`config.mk`:
```
export PLATFORM = sky130hd
export DESIGN_NAME = xml_entity_decoder_top
export DESIGN_NICKNAME = d
export VERILOG_FILES = /design/src/rtl/xed_pkg.sv /design/src/rtl/xml_entity_decoder_top.sv /design/src/rtl/xed_front.sv /design/src/rtl/xed_cmd_queue.sv /design/src/rtl/xed_back.sv
export VERILOG_INCLUDE_DIRS = /design/src /design/src/rtl
export SDC_FILE = /design/constraint.sdc
export NUM_CORES = 1
export LEC_CHECK = 0
export ABC_AREA = 1
export BUFFER_PORTS_ARGS = -buffer_cell sky130_fd_sc_hd__buf_2
export CORE_AREA = 2 2 113 126
export CTS_BUF_LIST = sky130_fd_sc_hd__clkbuf_16
export DETAILED_ROUTE_END_ITERATION = 10
export DIE_AREA = 0 0 115 128
export HOLD_SLACK_MARGIN = 0.03
export PLACE_DENSITY_LB_ADDON = 0.12
export SYNTH_ARGS = -nofsm -noshare
export SYNTH_HDL_FRONTEND = slang
export SYNTH_SLANG_ARGS = --single-unit
```
`constraint.sdc`:
```
create_clock -name clk -period 8.2 [get_ports clk]
set_input_delay 0.41 -clock clk [delete_from_list [all_inputs] [get_ports clk]]
set_output_delay 0.41 -clock clk [all_outputs]
set_load 0.05 [all_outputs]
```
`src/rtl/xml_entity_decoder_top_assert.svh`:
```
// Assertion macros for the entity decoder top level.
`ifndef XML_ENTITY_DECODER_TOP_ASSERT_SVH
`define XML_ENTITY_DECODER_TOP_ASSERT_SVH

// same-cycle implication, checked out of reset
`define XED_ASSERT_IMP(label, ante, cons, msg) \
  label: assert property (@(posedge clk) disable iff (!rst_n) (ante) |-> (cons)) \
    else $error(msg);

// next-cycle implication, checked out of reset
`define XED_ASSERT_NXT(label, ante, cons, msg) \
  label: assert property (@(posedge clk) disable iff (!rst_n) (ante) |=> (cons)) \
    else $error(msg);

`endif

```
`src/rtl/xed_pkg.sv`:
```
`timescale 1ns / 1ps
package xed_pkg;

  localparam int BYTE_W    = 8;
  localparam int HOLD_MAX  = 5;
  localparam int OUT_MAX   = 6;
  localparam int ENT_COUNT = 5;
  localparam int CNT_W     = 3;
  localparam int QDEPTH    = 2;

  localparam logic [BYTE_W-1:0] AMP = 8'h26;

  localparam logic [BYTE_W-1:0] ENT_TEXT [ENT_COUNT][OUT_MAX] = '{
    '{8'h26, 8'h6C, 8'h74, 8'h3B, 8'h00, 8'h00},
    '{8'h26, 8'h67, 8'h74, 8'h3B, 8'h00, 8'h00},
    '{8'h26, 8'h61, 8'h6D, 8'h70, 8'h3B, 8'h00},
    '{8'h26, 8'h71, 8'h75, 8'h6F, 8'h74, 8'h3B},
    '{8'h26, 8'h61, 8'h70, 8'h6F, 8'h73, 8'h3B}
  };

  localparam logic [CNT_W-1:0] ENT_LEN [ENT_COUNT] = '{3'd4, 3'd4, 3'd5, 3'd6, 3'd6};

  localparam logic [BYTE_W-1:0] ENT_CHAR [ENT_COUNT] = '{8'h3C, 8'h3E, 8'h26, 8'h22, 8'h27};

  typedef logic [BYTE_W-1:0] byte_t;

  typedef struct packed {
    logic [CNT_W-1:0]          cnt;
    logic [OUT_MAX-1:0][BYTE_W-1:0] bytes;
    logic                      last;
  } cmd_t;

  typedef struct packed {
    logic full;
    logic empty;
  } q_status_t;

endpackage

```
`src/rtl/xml_entity_decoder_top.sv`:
```
`timescale 1ns / 1ps
// channel   valid      stall      payload
// in        in_valid   in_stall   in_byte, in_last
// out       out_valid  out_stall  out_byte, out_last
//
// One input byte per cycle while in_stall is low; out_stall holds bytes on the out side.
// A broken match flushes up to six bytes, which the back end sends one at a time.
// Requests pass through the queue; out_valid rises when the back end loads one.
// in_stall rises only when the request queue between front and back is full.
// Synchronous active-low reset clears match state, queue and output valid.
`include "xml_entity_decoder_top_assert.svh"
module xml_entity_decoder_top
  import xed_pkg::*;
#(
  parameter int QUEUE_DEPTH = QDEPTH
) (
  input  logic  clk,
  input  logic  rst_n,
  input  logic  in_valid,
  output logic  in_stall,
  input  byte_t in_byte,
  input  logic  in_last,
  output logic  out_valid,
  input  logic  out_stall,
  output byte_t out_byte,
  output logic  out_last
);

  logic      push;
  cmd_t      push_cmd;
  logic      pop;
  cmd_t      head_cmd;
  q_status_t q_status;

  xed_front u_front (
    .clk      (clk),
    .rst_n    (rst_n),
    .in_valid (in_valid),
    .in_stall (in_stall),
    .in_byte  (in_byte),
    .in_last  (in_last),
    .q_status (q_status),
    .push     (push),
    .push_cmd (push_cmd)
  );

  xed_cmd_queue #(
    .DEPTH (QUEUE_DEPTH)
  ) u_queue (
    .clk      (clk),
    .rst_n    (rst_n),
    .push     (push),
    .push_cmd (push_cmd),
    .pop      (pop),
    .head_cmd (head_cmd),
    .q_status (q_status)
  );

  xed_back u_back (
    .clk       (clk),
    .rst_n     (rst_n),
    .head_cmd  (head_cmd),
    .q_status  (q_status),
    .pop       (pop),
    .out_valid (out_valid),
    .out_stall (out_stall),
    .out_byte  (out_byte),
    .out_last  (out_last)
  );

  `XED_ASSERT_IMP(a_last_pushes, in_valid && !in_stall && in_last, push, "last byte gave no request")
  `XED_ASSERT_IMP(a_push_count, push, (push_cmd.cnt != 3'd0) && (push_cmd.cnt <= 3'd6), "bad request count")
  `XED_ASSERT_IMP(a_pop_nonempty, pop, !q_status.empty, "pop from empty queue")
  `XED_ASSERT_NXT(a_pop_shows, pop, out_valid, "popped request not shown")

endmodule

```
`src/rtl/xed_front.sv`:
```
`timescale 1ns / 1ps
module xed_front
  import xed_pkg::*;
(
  input  logic      clk,
  input  logic      rst_n,
  input  logic      in_valid,
  output logic      in_stall,
  input  byte_t     in_byte,
  input  logic      in_last,
  input  q_status_t q_status,
  output logic      push,
  output cmd_t      push_cmd
);

  byte_t            held_r   [HOLD_MAX];
  byte_t            held_nxt [HOLD_MAX];
  logic [CNT_W-1:0] cnt_r, cnt_nxt;

  logic                 accept;
  logic [CNT_W-1:0]     len;
  logic [ENT_COUNT-1:0] full_hit;
  logic [ENT_COUNT-1:0] pref_hit;
  logic                 match;
  byte_t                full_char;
  logic                 is_full, is_pref;

  assign in_stall = q_status.full;
  assign accept   = in_valid && !in_stall;
  assign len      = cnt_r + 3'd1;

  always_comb begin
    for (int e = 0; e < ENT_COUNT; e++) begin
      match = 1'b1;
      for (int i = 0; i < HOLD_MAX; i++) begin
        if (CNT_W'(i) < cnt_r && held_r[i] != ENT_TEXT[e][i]) begin
          match = 1'b0;
        end
      end
      for (int i = 0; i < OUT_MAX; i++) begin
        if (CNT_W'(i) == cnt_r && in_byte != ENT_TEXT[e][i]) begin
          match = 1'b0;
        end
      end
      full_hit[e] = match && (len == ENT_LEN[e]);
      pref_hit[e] = match && (len < ENT_LEN[e]);
    end
  end

  always_comb begin
    full_char = '0;
    for (int e = 0; e < ENT_COUNT; e++) begin
      if (full_hit[e]) begin
        full_char = full_char | ENT_CHAR[e];
      end
    end
  end

  assign is_full = |full_hit;
  assign is_pref = (|pref_hit) && (cnt_r < CNT_W'(HOLD_MAX));

  always_comb begin
    cnt_nxt       = cnt_r;
    held_nxt      = held_r;
    push_cmd.last = in_last;
    push_cmd.cnt  = '0;
    for (int i = 0; i < OUT_MAX; i++) begin
      push_cmd.bytes[i] = in_byte;
    end
    for (int i = 0; i < HOLD_MAX; i++) begin
      if (CNT_W'(i) < cnt_r) begin
        push_cmd.bytes[i] = held_r[i];
      end
    end
    if (is_full) begin
      push_cmd.bytes[0] = full_char;
      push_cmd.cnt      = 3'd1;
      cnt_nxt           = '0;
    end else if (is_pref && !in_last) begin
      for (int i = 0; i < HOLD_MAX; i++) begin
        if (CNT_W'(i) == cnt_r) begin
          held_nxt[i] = in_byte;
        end
      end
      cnt_nxt = len;
    end else if (is_pref) begin
      push_cmd.cnt = len;
      cnt_nxt      = '0;
    end else if (in_byte == AMP && !in_last) begin
      held_nxt[0]  = in_byte;
      push_cmd.cnt = cnt_r;
      cnt_nxt      = 3'd1;
    end else begin
      push_cmd.cnt = len;
      cnt_nxt      = '0;
    end
  end

  assign push = accept && (push_cmd.cnt != '0);

  always_ff @(posedge clk) begin
    if (!rst_n) begin
      cnt_r <= '0;
    end else if (accept) begin
      cnt_r <= cnt_nxt;
    end
  end

  always_ff @(posedge clk) begin
    if (accept) begin
      held_r <= held_nxt;
    end
  end

endmodule

```
`src/rtl/xed_cmd_queue.sv`:
```
`timescale 1ns / 1ps
module xed_cmd_queue
  import xed_pkg::*;
#(
  parameter int DEPTH = QDEPTH
) (
  input  logic      clk,
  input  logic      rst_n,
  input  logic      push,
  input  cmd_t      push_cmd,
  input  logic      pop,
  output cmd_t      head_cmd,
  output q_status_t q_status
);

  localparam int PTR_W = (DEPTH > 1) ? $clog2(DEPTH) : 1;
  localparam int CNT_QW = $clog2(DEPTH + 1);

  cmd_t              mem_r [DEPTH];
  logic [PTR_W-1:0]  wr_ptr_r, wr_ptr_nxt;
  logic [PTR_W-1:0]  rd_ptr_r, rd_ptr_nxt;
  logic [CNT_QW-1:0] count_r, count_nxt;

  assign head_cmd       = mem_r[rd_ptr_r];
  assign q_status.full  = (count_r == CNT_QW'(DEPTH));
  assign q_status.empty = (count_r == '0);

  always_comb begin
    wr_ptr_nxt = wr_ptr_r;
    rd_ptr_nxt = rd_ptr_r;
    count_nxt  = count_r;
    if (push) begin
      wr_ptr_nxt = (wr_ptr_r == PTR_W'(DEPTH - 1)) ? '0 : wr_ptr_r + 1'b1;
    end
    if (pop) begin
      rd_ptr_nxt = (rd_ptr_r == PTR_W'(DEPTH - 1)) ? '0 : rd_ptr_r + 1'b1;
    end
    if (push && !pop) begin
      count_nxt = count_r + 1'b1;
    end else if (pop && !push) begin
      count_nxt = count_r - 1'b1;
    end
  end

  always_ff @(posedge clk) begin
    if (!rst_n) begin
      wr_ptr_r <= '0;
      rd_ptr_r <= '0;
      count_r  <= '0;
    end else begin
      wr_ptr_r <= wr_ptr_nxt;
      rd_ptr_r <= rd_ptr_nxt;
      count_r  <= count_nxt;
    end
  end

  always_ff @(posedge clk) begin
    if (push) begin
      mem_r[wr_ptr_r] <= push_cmd;
    end
  end

endmodule

```
`src/rtl/xed_back.sv`:
```
`timescale 1ns / 1ps
module xed_back
  import xed_pkg::*;
(
  input  logic      clk,
  input  logic      rst_n,
  input  cmd_t      head_cmd,
  input  q_status_t q_status,
  output logic      pop,
  output logic      out_valid,
  input  logic      out_stall,
  output byte_t     out_byte,
  output logic      out_last
);

  logic [CNT_W-1:0] idx_r, idx_nxt;
  logic             out_valid_r, out_valid_nxt;
  byte_t            out_byte_r, out_byte_nxt;
  logic             out_last_r, out_last_nxt;

  logic             load;
  logic             at_end;
  byte_t            sel_byte;

  assign load   = !q_status.empty && (!out_valid_r || !out_stall);
  assign at_end = (idx_r == CNT_W'(head_cmd.cnt - 3'd1));
  assign pop    = load && at_end;

  always_comb begin
    sel_byte = head_cmd.bytes[0];
    for (int i = 0; i < OUT_MAX; i++) begin
      if (idx_r == CNT_W'(i)) begin
        sel_byte = head_cmd.bytes[i];
      end
    end
  end

  always_comb begin
    idx_nxt       = idx_r;
    out_valid_nxt = out_valid_r;
    out_byte_nxt  = out_byte_r;
    out_last_nxt  = out_last_r;
    if (load) begin
      out_valid_nxt = 1'b1;
      out_byte_nxt  = sel_byte;
      out_last_nxt  = head_cmd.last && at_end;
      idx_nxt       = at_end ? '0 : idx_r + 3'd1;
    end else if (out_valid_r && !out_stall) begin
      out_valid_nxt = 1'b0;
    end
  end

  always_ff @(posedge clk) begin
    if (!rst_n) begin
      idx_r       <= '0;
      out_valid_r <= 1'b0;
    end else begin
      idx_r       <= idx_nxt;
      out_valid_r <= out_valid_nxt;
    end
  end

  always_ff @(posedge clk) begin
    out_byte_r <= out_byte_nxt;
    out_last_r <= out_last_nxt;
  end

  assign out_valid = out_valid_r;
  assign out_byte  = out_byte_r;
  assign out_last  = out_last_r;

endmodule

```
[After elaboration in Yosys (flattened, before gate mapping)]
Memory sizes are Yosys's and may differ from the RTL's. A register that Yosys moved wholly into a read port is not among the register bits.
Cells that the tools add are included.
Operators by class
  bitwise operators: 1
  magnitude comparators: 9
  add/subtract/negate cells: 7
  equality and inequality tests: 45
  reduce and logical (&&, ||, !) cells: 78
  mux-type cells: 89
Operators by type and width (number)
  inequality test 8 x 7 -> 1 bit (second input constant): 22
  2-to-1 mux 8 bit: 15
  2-to-1 mux 1 bit: 59
  logical AND 1 bit: 55
  inequality test 8 x 6 -> 1 bit (second input constant): 5
  2-to-1 mux 6 bit: 5
  2-to-1 mux 3 bit: 8
  AND reduction 4 bit: 4
  nonzero test 8 bit: 2
  == test 3 bit (second input constant): 5
  < comparator 3 bit (second input constant): 4
  OR reduction 5 bit: 2
  == test 8 x 6 -> 1 bit (second input constant): 1
  zero test 1 bit: 7
  adder 3 x 1 -> 3 bit (second input constant): 2
  == test 2 x 3 -> 1 bit (first input constant): 2
  == test 3 x 2 -> 1 bit (second input constant): 2
  == test 3 bit (first input constant): 2
  < comparator 1 x 3 -> 1 bit (first input constant): 2
  < comparator 2 x 3 -> 1 bit (first input constant): 2
  nonzero test 2 bit: 3
  AND reduction 5 bit: 1
  2-to-1 mux 2 bit: 2
  == test 1 x 3 -> 1 bit (first input constant): 1
  15 further kinds: 16
Word-level totals
  output and inout port bits: 11
  memories kept: 1
  flip-flop bits (word level): 60
  word-level logic and storage cells: 243
  RAM bits: 104
Memory list
  u_queue.mem_r: depth 2, width 52, read ports 1, clocked after memory_dff 1, write ports 1, line xed_cmd_queue.sv:19  | cmd_t mem_r [DEPTH];

[Longest topological paths before layout]
  depth in word-level cells: 25
  mapped depth: 24
  gate-level depth less buffers: 24

[By module]
A second synthesis with hierarchy kept.
Unflattened totals
  cells, all modules: 855
  area, all modules: 8505.7 µm²
Modules (own cells, without submodules)
  xed_cmd_queue: cells an instance 197, area an instance 4235.3 µm², instances 1
  xed_front: cells an instance 450, area an instance 3079.2 µm², instances 1
  xed_back: cells an instance 208, area an instance 1191.1 µm², instances 1

[Least setup slack after synthesis]
Ideal clock, no wire load.
  path kind: register -> register
  from: reg u_front.cnt_r[0]
  to: mem u_queue.mem_r[0][0] (netlist name) (enable)
  cell stages (with the launch flop): 20
  path buffers: 0
  path slack: 3.625 ns
  period minus slack after synthesis: 4.575 ns
  library setup time: 0.462 ns
  required time: 7.738 ns
  arrival: 4.113 ns
  path through: dfxtp_1 -> inv_2 -> ha_1 -> nand2_1 -> inv_2 -> o21ai_0 -> nand2_1 -> nor2_2 -> nand2_1 -> nor2_2 -> nand2_2 -> nand3_4 -> nand2_2 -> nand2_1 -> nand2_1 -> inv_2 -> nand2_2 -> nand3_2 -> nand2_1 -> nor2_1
On the way
  cells in the longest elaborated chain, start to end: 23
Ends and longest elaborated chain
  start, declared: line xed_front.sv:18  | logic [CNT_W-1:0] cnt_r, cnt_nxt;
  start signal, assigned: line xed_front.sv:105  | cnt_r <= cnt_nxt;
  < comparator 1 x 3 -> 1 bit: line xed_front.sv:36  | if (CNT_W'(i) < cnt_r && held_r[i] != ENT_TEXT[e][i]) begin
  logical AND 1 bit: line xed_front.sv:36
  2-to-1 mux 1 bit (5 in a row): line xed_front.sv:36
  2-to-1 mux 1 bit (6 in a row): line xed_front.sv:41  | if (CNT_W'(i) == cnt_r && in_byte != ENT_TEXT[e][i]) begin
  logical AND 1 bit: line xed_front.sv:46  | pref_hit[e] = match && (len < ENT_LEN[e]);
  OR reduction 5 bit: line xed_front.sv:60  | assign is_pref = (|pref_hit) && (cnt_r < CNT_W'(HOLD_MAX));
  logical AND 1 bit: line xed_front.sv:60
  2-to-1 mux 3 bit or logical AND 1 bit (tied branches): line xed_front.sv:86, xed_front.sv:79
  2-to-1 mux 3 bit: line xed_front.sv:79  | end else if (is_pref && !in_last) begin
  2-to-1 mux 3 bit *: line xed_front.sv:75  | if (is_full) begin
  nonzero test 3 bit *: line xed_front.sv:99  | assign push = accept && (push_cmd.cnt != '0);
  logical AND 1 bit *: line xed_front.sv:99
  2-to-1 mux 1 bit *: line xed_cmd_queue.sv:58  | if (push) begin
  2-to-1 mux 1 bit (implied by the code) *: line xed_cmd_queue.sv:59  | mem_r[wr_ptr_r] <= push_cmd;
  end, declared: line xed_cmd_queue.sv:19
Mark *: on every way between the ends. The rest lies on a longest branch, timed or not.

[Worst setup path after layout]
  from: reg u_front.cnt_r[2]
  to: reg u_front.held_r[18] (netlist name) (enable)
On the way
  cells in the longest elaborated chain, start to end: 18
Ends and longest elaborated chain
  < comparator 1 x 3 -> 1 bit: line xed_front.sv:36
  logical AND 1 bit: line xed_front.sv:36
  2-to-1 mux 1 bit (5 in a row): line xed_front.sv:36
  2-to-1 mux 1 bit (6 in a row): line xed_front.sv:41
  logical AND 1 bit: line xed_front.sv:46
  OR reduction 5 bit: line xed_front.sv:60
  logical AND 1 bit: line xed_front.sv:60
  logical AND 1 bit: line xed_front.sv:79
  AND reduction 4 bit (no line) *
  end signal, assigned: line xed_front.sv:111  | held_r <= held_nxt;
  end, declared: line xed_front.sv:16  | byte_t held_r [HOLD_MAX];
Marks and branches as above.
A chain may end at the register's enable or synchronous reset.

==> run metrics <==
initial cell density of the core roughly three fifths; cell mode on critical path nand2_1; total clock sinks between 150 and 200; highest-delay cell along the critical path dfxtp_1; endpoints failing setup 0; fraction of final layout cells sized beyond drive strength 1 between 10% and 20%; synth warn 0; Hold/Removal Path Class primary input to register; number of distinct library cells after synthesis 39; post-synthesis cell area roughly 7900 um^2; startpoint of the most critical register-to-register path u_front.cnt_r[2]; library cell occupying the most area in the post-synthesis netlist edfxtp_1; type of element launching the critical path register; most frequent cells in the layout nand2_1 (208), edfxtp_1 (153), nor2_1 (129); overall die area approximately 15000 um^2; count of state elements after synthesis between 150 and 200; drt total wl around 20 mm; area of all placed cells without fillers approximately 8700 um^2; ports placed on the boundary 24; sequential element share of the synthesized area 61.4%; internal reg-to-reg setup slack between 3 and 4 ns; number of buffers inserted by hold repair at cts 0; Antenna diodes 0; f_max 230 MHz; buffer depth of the longest clock path 2; PnR worst setup slack roughly 3.9 ns; sort of element at the end of the critical path register; vias in the first global route approximately 5.7k; worst hold margin between 0.2 and 0.3 ns; count of mapped cells out of synthesis slightly above 800; initial antenna violation count 0; status complete, no violations; setup bufs post-CTS 0; worst vdd rail ir drop 0.288 mV; unrepaired setup endpoints after global routing no; cts repair resizes 0; global-route wire length before repair about 30 mm; number of antenna-violating nets in the routed design 0; HPWL after detailed placement approximately 14 mm; worst setup path class register to register; mean routed wirelength per cell approximately 20 um; clock slew at the register clock pins of the worst setup and hold paths about 0.060 ns; Initial DRC Count slightly below 800; Max Cap Viol 0; termination of the worst setup path u_front.held_r[18]; number of failing hold endpoints at the final stage 0; net count reported at finish 860; most common cell after layout, fill and taps aside nand2_1; clock insertion delay at the later pin of the skew report 0.43 ns; placeable core region approximately 14000 um^2; Overall Global Routing Usage 28.4%; Worst Setup SP u_front.cnt_r[2]; Worst Tran Pin Value 1.12 ns; endpoint required time on the critical path ~8 ns; Final TNS setup 0 ns; routability congestion estimate from global placement around 0.96; largest net degree at the start of global routing between 60 and 70; placed cell areas 8130 um^2; end of the worst register-to-register path u_front.held_r[18]; leakage power figure 0.00340 uW; logic depth of the worst register-to-register path 14; fill cell instance count of the final layout 1104; area added between synthesis and finish 10.1%; die width about 120 um; setup slack after placement about 3.9 ns; vias per cell between 5 and 6; TritonCTS clock tree built; final global-route overflow total 0; number of remaining DRC errors 0; number of enable-type register cells in the synthesized netlist around 150; skew final about 0.0076 ns; mean instance size in the synthesized netlist 9.67 um^2; Clock Root Buffer clkbuf_16; total via count after detailed routing between 5k and 6k; Chip Height approximately 130 um; most used flip-flop cell after synthesis edfxtp_1; IO Port Bufs 23; biggest cell delay along the critical path 0.92 ns; critical-path cell list inv_1 -> a21oi_2 -> o21ai_1 -> nand2_1 -> nor2_1 -> nand2_1 -> nor2_2 -> nand2_1 -> nand3_2 -> nor2_4 -> nand2_1 -> nor2_2 -> inv_2 -> nor3_1; Arrival @ worst endpoint roughly 4.4 ns; leading cell types by total area after synthesis edfxtp_1 (58%), nand2_1 (9.9%), nor2_1 (6.2%); router iterations before antenna repair 7; number of levels the H-tree was split into 4; Relative slew margins roughly 25%; CTS Buf Count 17; asr flop ratio synth 0%; final count of pins violating max slew 0; fin crit period approximately 4.3 ns; Synthesized Nets between 800 and 900; largest driver fanout on the critical path 30; Power Density a little under 300 nW/um^2; share of Yosys cell area claimed by the top area cell type 58.4%; period utilization between 50 and 60%; FP Rows between 40 and 50
-- where the power goes --
group | switching [uW] | internal [uW] | leakage [uW]
logic | 499 | 185 | 0.00163
registers | 40.2 | 1080 | 0.00151
clock network | 317 | 412 | 0.000258
-- worst max-delay path, delay by kind of cell (launching register included) --
family / cells / cell delay [ns]
AO/OA/AOI/OAI: 2 / 0.86
buffers and inverters: 2 / 0.31
AND/OR/NAND/NOR: 10 / 1.85
flip-flops: 1 / 0.92
-- Yosys cell counts (2+ instances only) --
| master | n |
|---|---|
| a32oi_1 | 8 |
| a22oi_1 | 2 |
| o32ai_1 | 8 |
| clkbuf_1 | 21 |
| nor2_2 | 7 |
| nand2_1 | 208 |
| xor2_1 | 5 |
| ha_1 | 13 |
| o311ai_0 | 8 |
| mux2i_1 | 2 |
| buf_2 | 3 |
| nand2_2 | 7 |
| nand3_1 | 18 |
| edfxtp_1 | 153 |
| nor2_1 | 130 |
| o21ai_0 | 73 |
| nor3_1 | 4 |
| nand4_1 | 6 |
| nand3_4 | 2 |
| nand3_2 | 3 |
| a21oi_1 | 24 |
| dfxtp_1 | 12 |
| a211oi_1 | 4 |
| a21oi_2 | 2 |
| inv_2 | 15 |
| inv_1 | 63 |
-- how the worst min path moves through the flow --
stage | startpoint | endpoint | slack, ns | cells past startpoint
floorplan | u_queue.count_r[1] | u_queue.count_r[1] | 0.47 | 2
global placement | u_back.out_valid | u_back.out_valid | 0.47 | 2
detailed placement | u_back.out_valid | u_back.out_valid | 0.49 | 2
CTS | rst_n | u_queue.wr_ptr_r | 0.24 | 3
global route | rst_n | u_queue.wr_ptr_r | 0.25 | 3
finish | rst_n | u_queue.wr_ptr_r | 0.26 | 3
-- registers in the layout, summed over array words and instances (netlist names), named ones only --
register,count
u_front.held_r,40
u_back.idx_r,3
u_queue.mem_r,104
u_back.out_last,1
u_back.out_byte,8
u_queue.count_r,2
u_queue.rd_ptr_r,1
u_front.cnt_r,3
u_back.out_valid,1
u_queue.wr_ptr_r,1
-- area by class of cell --
| cell class | count | area, um^2 | share of cell area, % |
|---|---|---|---|
| sequential | 165 | 4840 | 55.8 |
| multi-input combinational | 545 | 2650 | 30.6 |
| clock buffer | 17 | 425 | 4.91 |
| inverter | 78 | 293 | 3.38 |
| tap | 164 | 205 | 2.37 |
| timing repair buffer | 27 | 145 | 1.67 |
| clock inverter | 14 | 114 | 1.31 |
-- stage by stage --
stage / std cells / total power (uW) / util (%)
finish: 1010 / 2540 / 64.1
floorplan: 814 / 1620 / -
global route: 1010 / 2660 / 64.1
global placement: 979 / 1800 / 60.1
detailed placement: 979 / 1830 / 60.1
CTS: 1010 / 2550 / 64.1
-- per-layer routing --
metal | wire length (um) | part of all wire [%] | global-route usage [%] | vias up
met5 | 0 | 0 | 0 | -
met4 | 575 | 2.9 | 11.3 | 0
met3 | 1410 | 7.1 | 6.62 | 58
met2 | 9830 | 49 | 47.6 | 246
met1 | 8220 | 41 | 35.6 | 2780
li1 | - | - | - | 2808
-- logic make-up (layout without fill, tap and decap cells) --
kind of cell    count (synthesis)  in the layout  synth area share [%]
xor+xnor                        6              6                 0.667
fa+ha+maj                      13             13                  2.07
simple gates                  388            388                  20.2
buf+inv                       104            136                  5.05
flops                         165            165                  61.4
compound gates                136            136                  10.3
mux                             2              2                 0.254
Power figures use the tool's default switching activity.
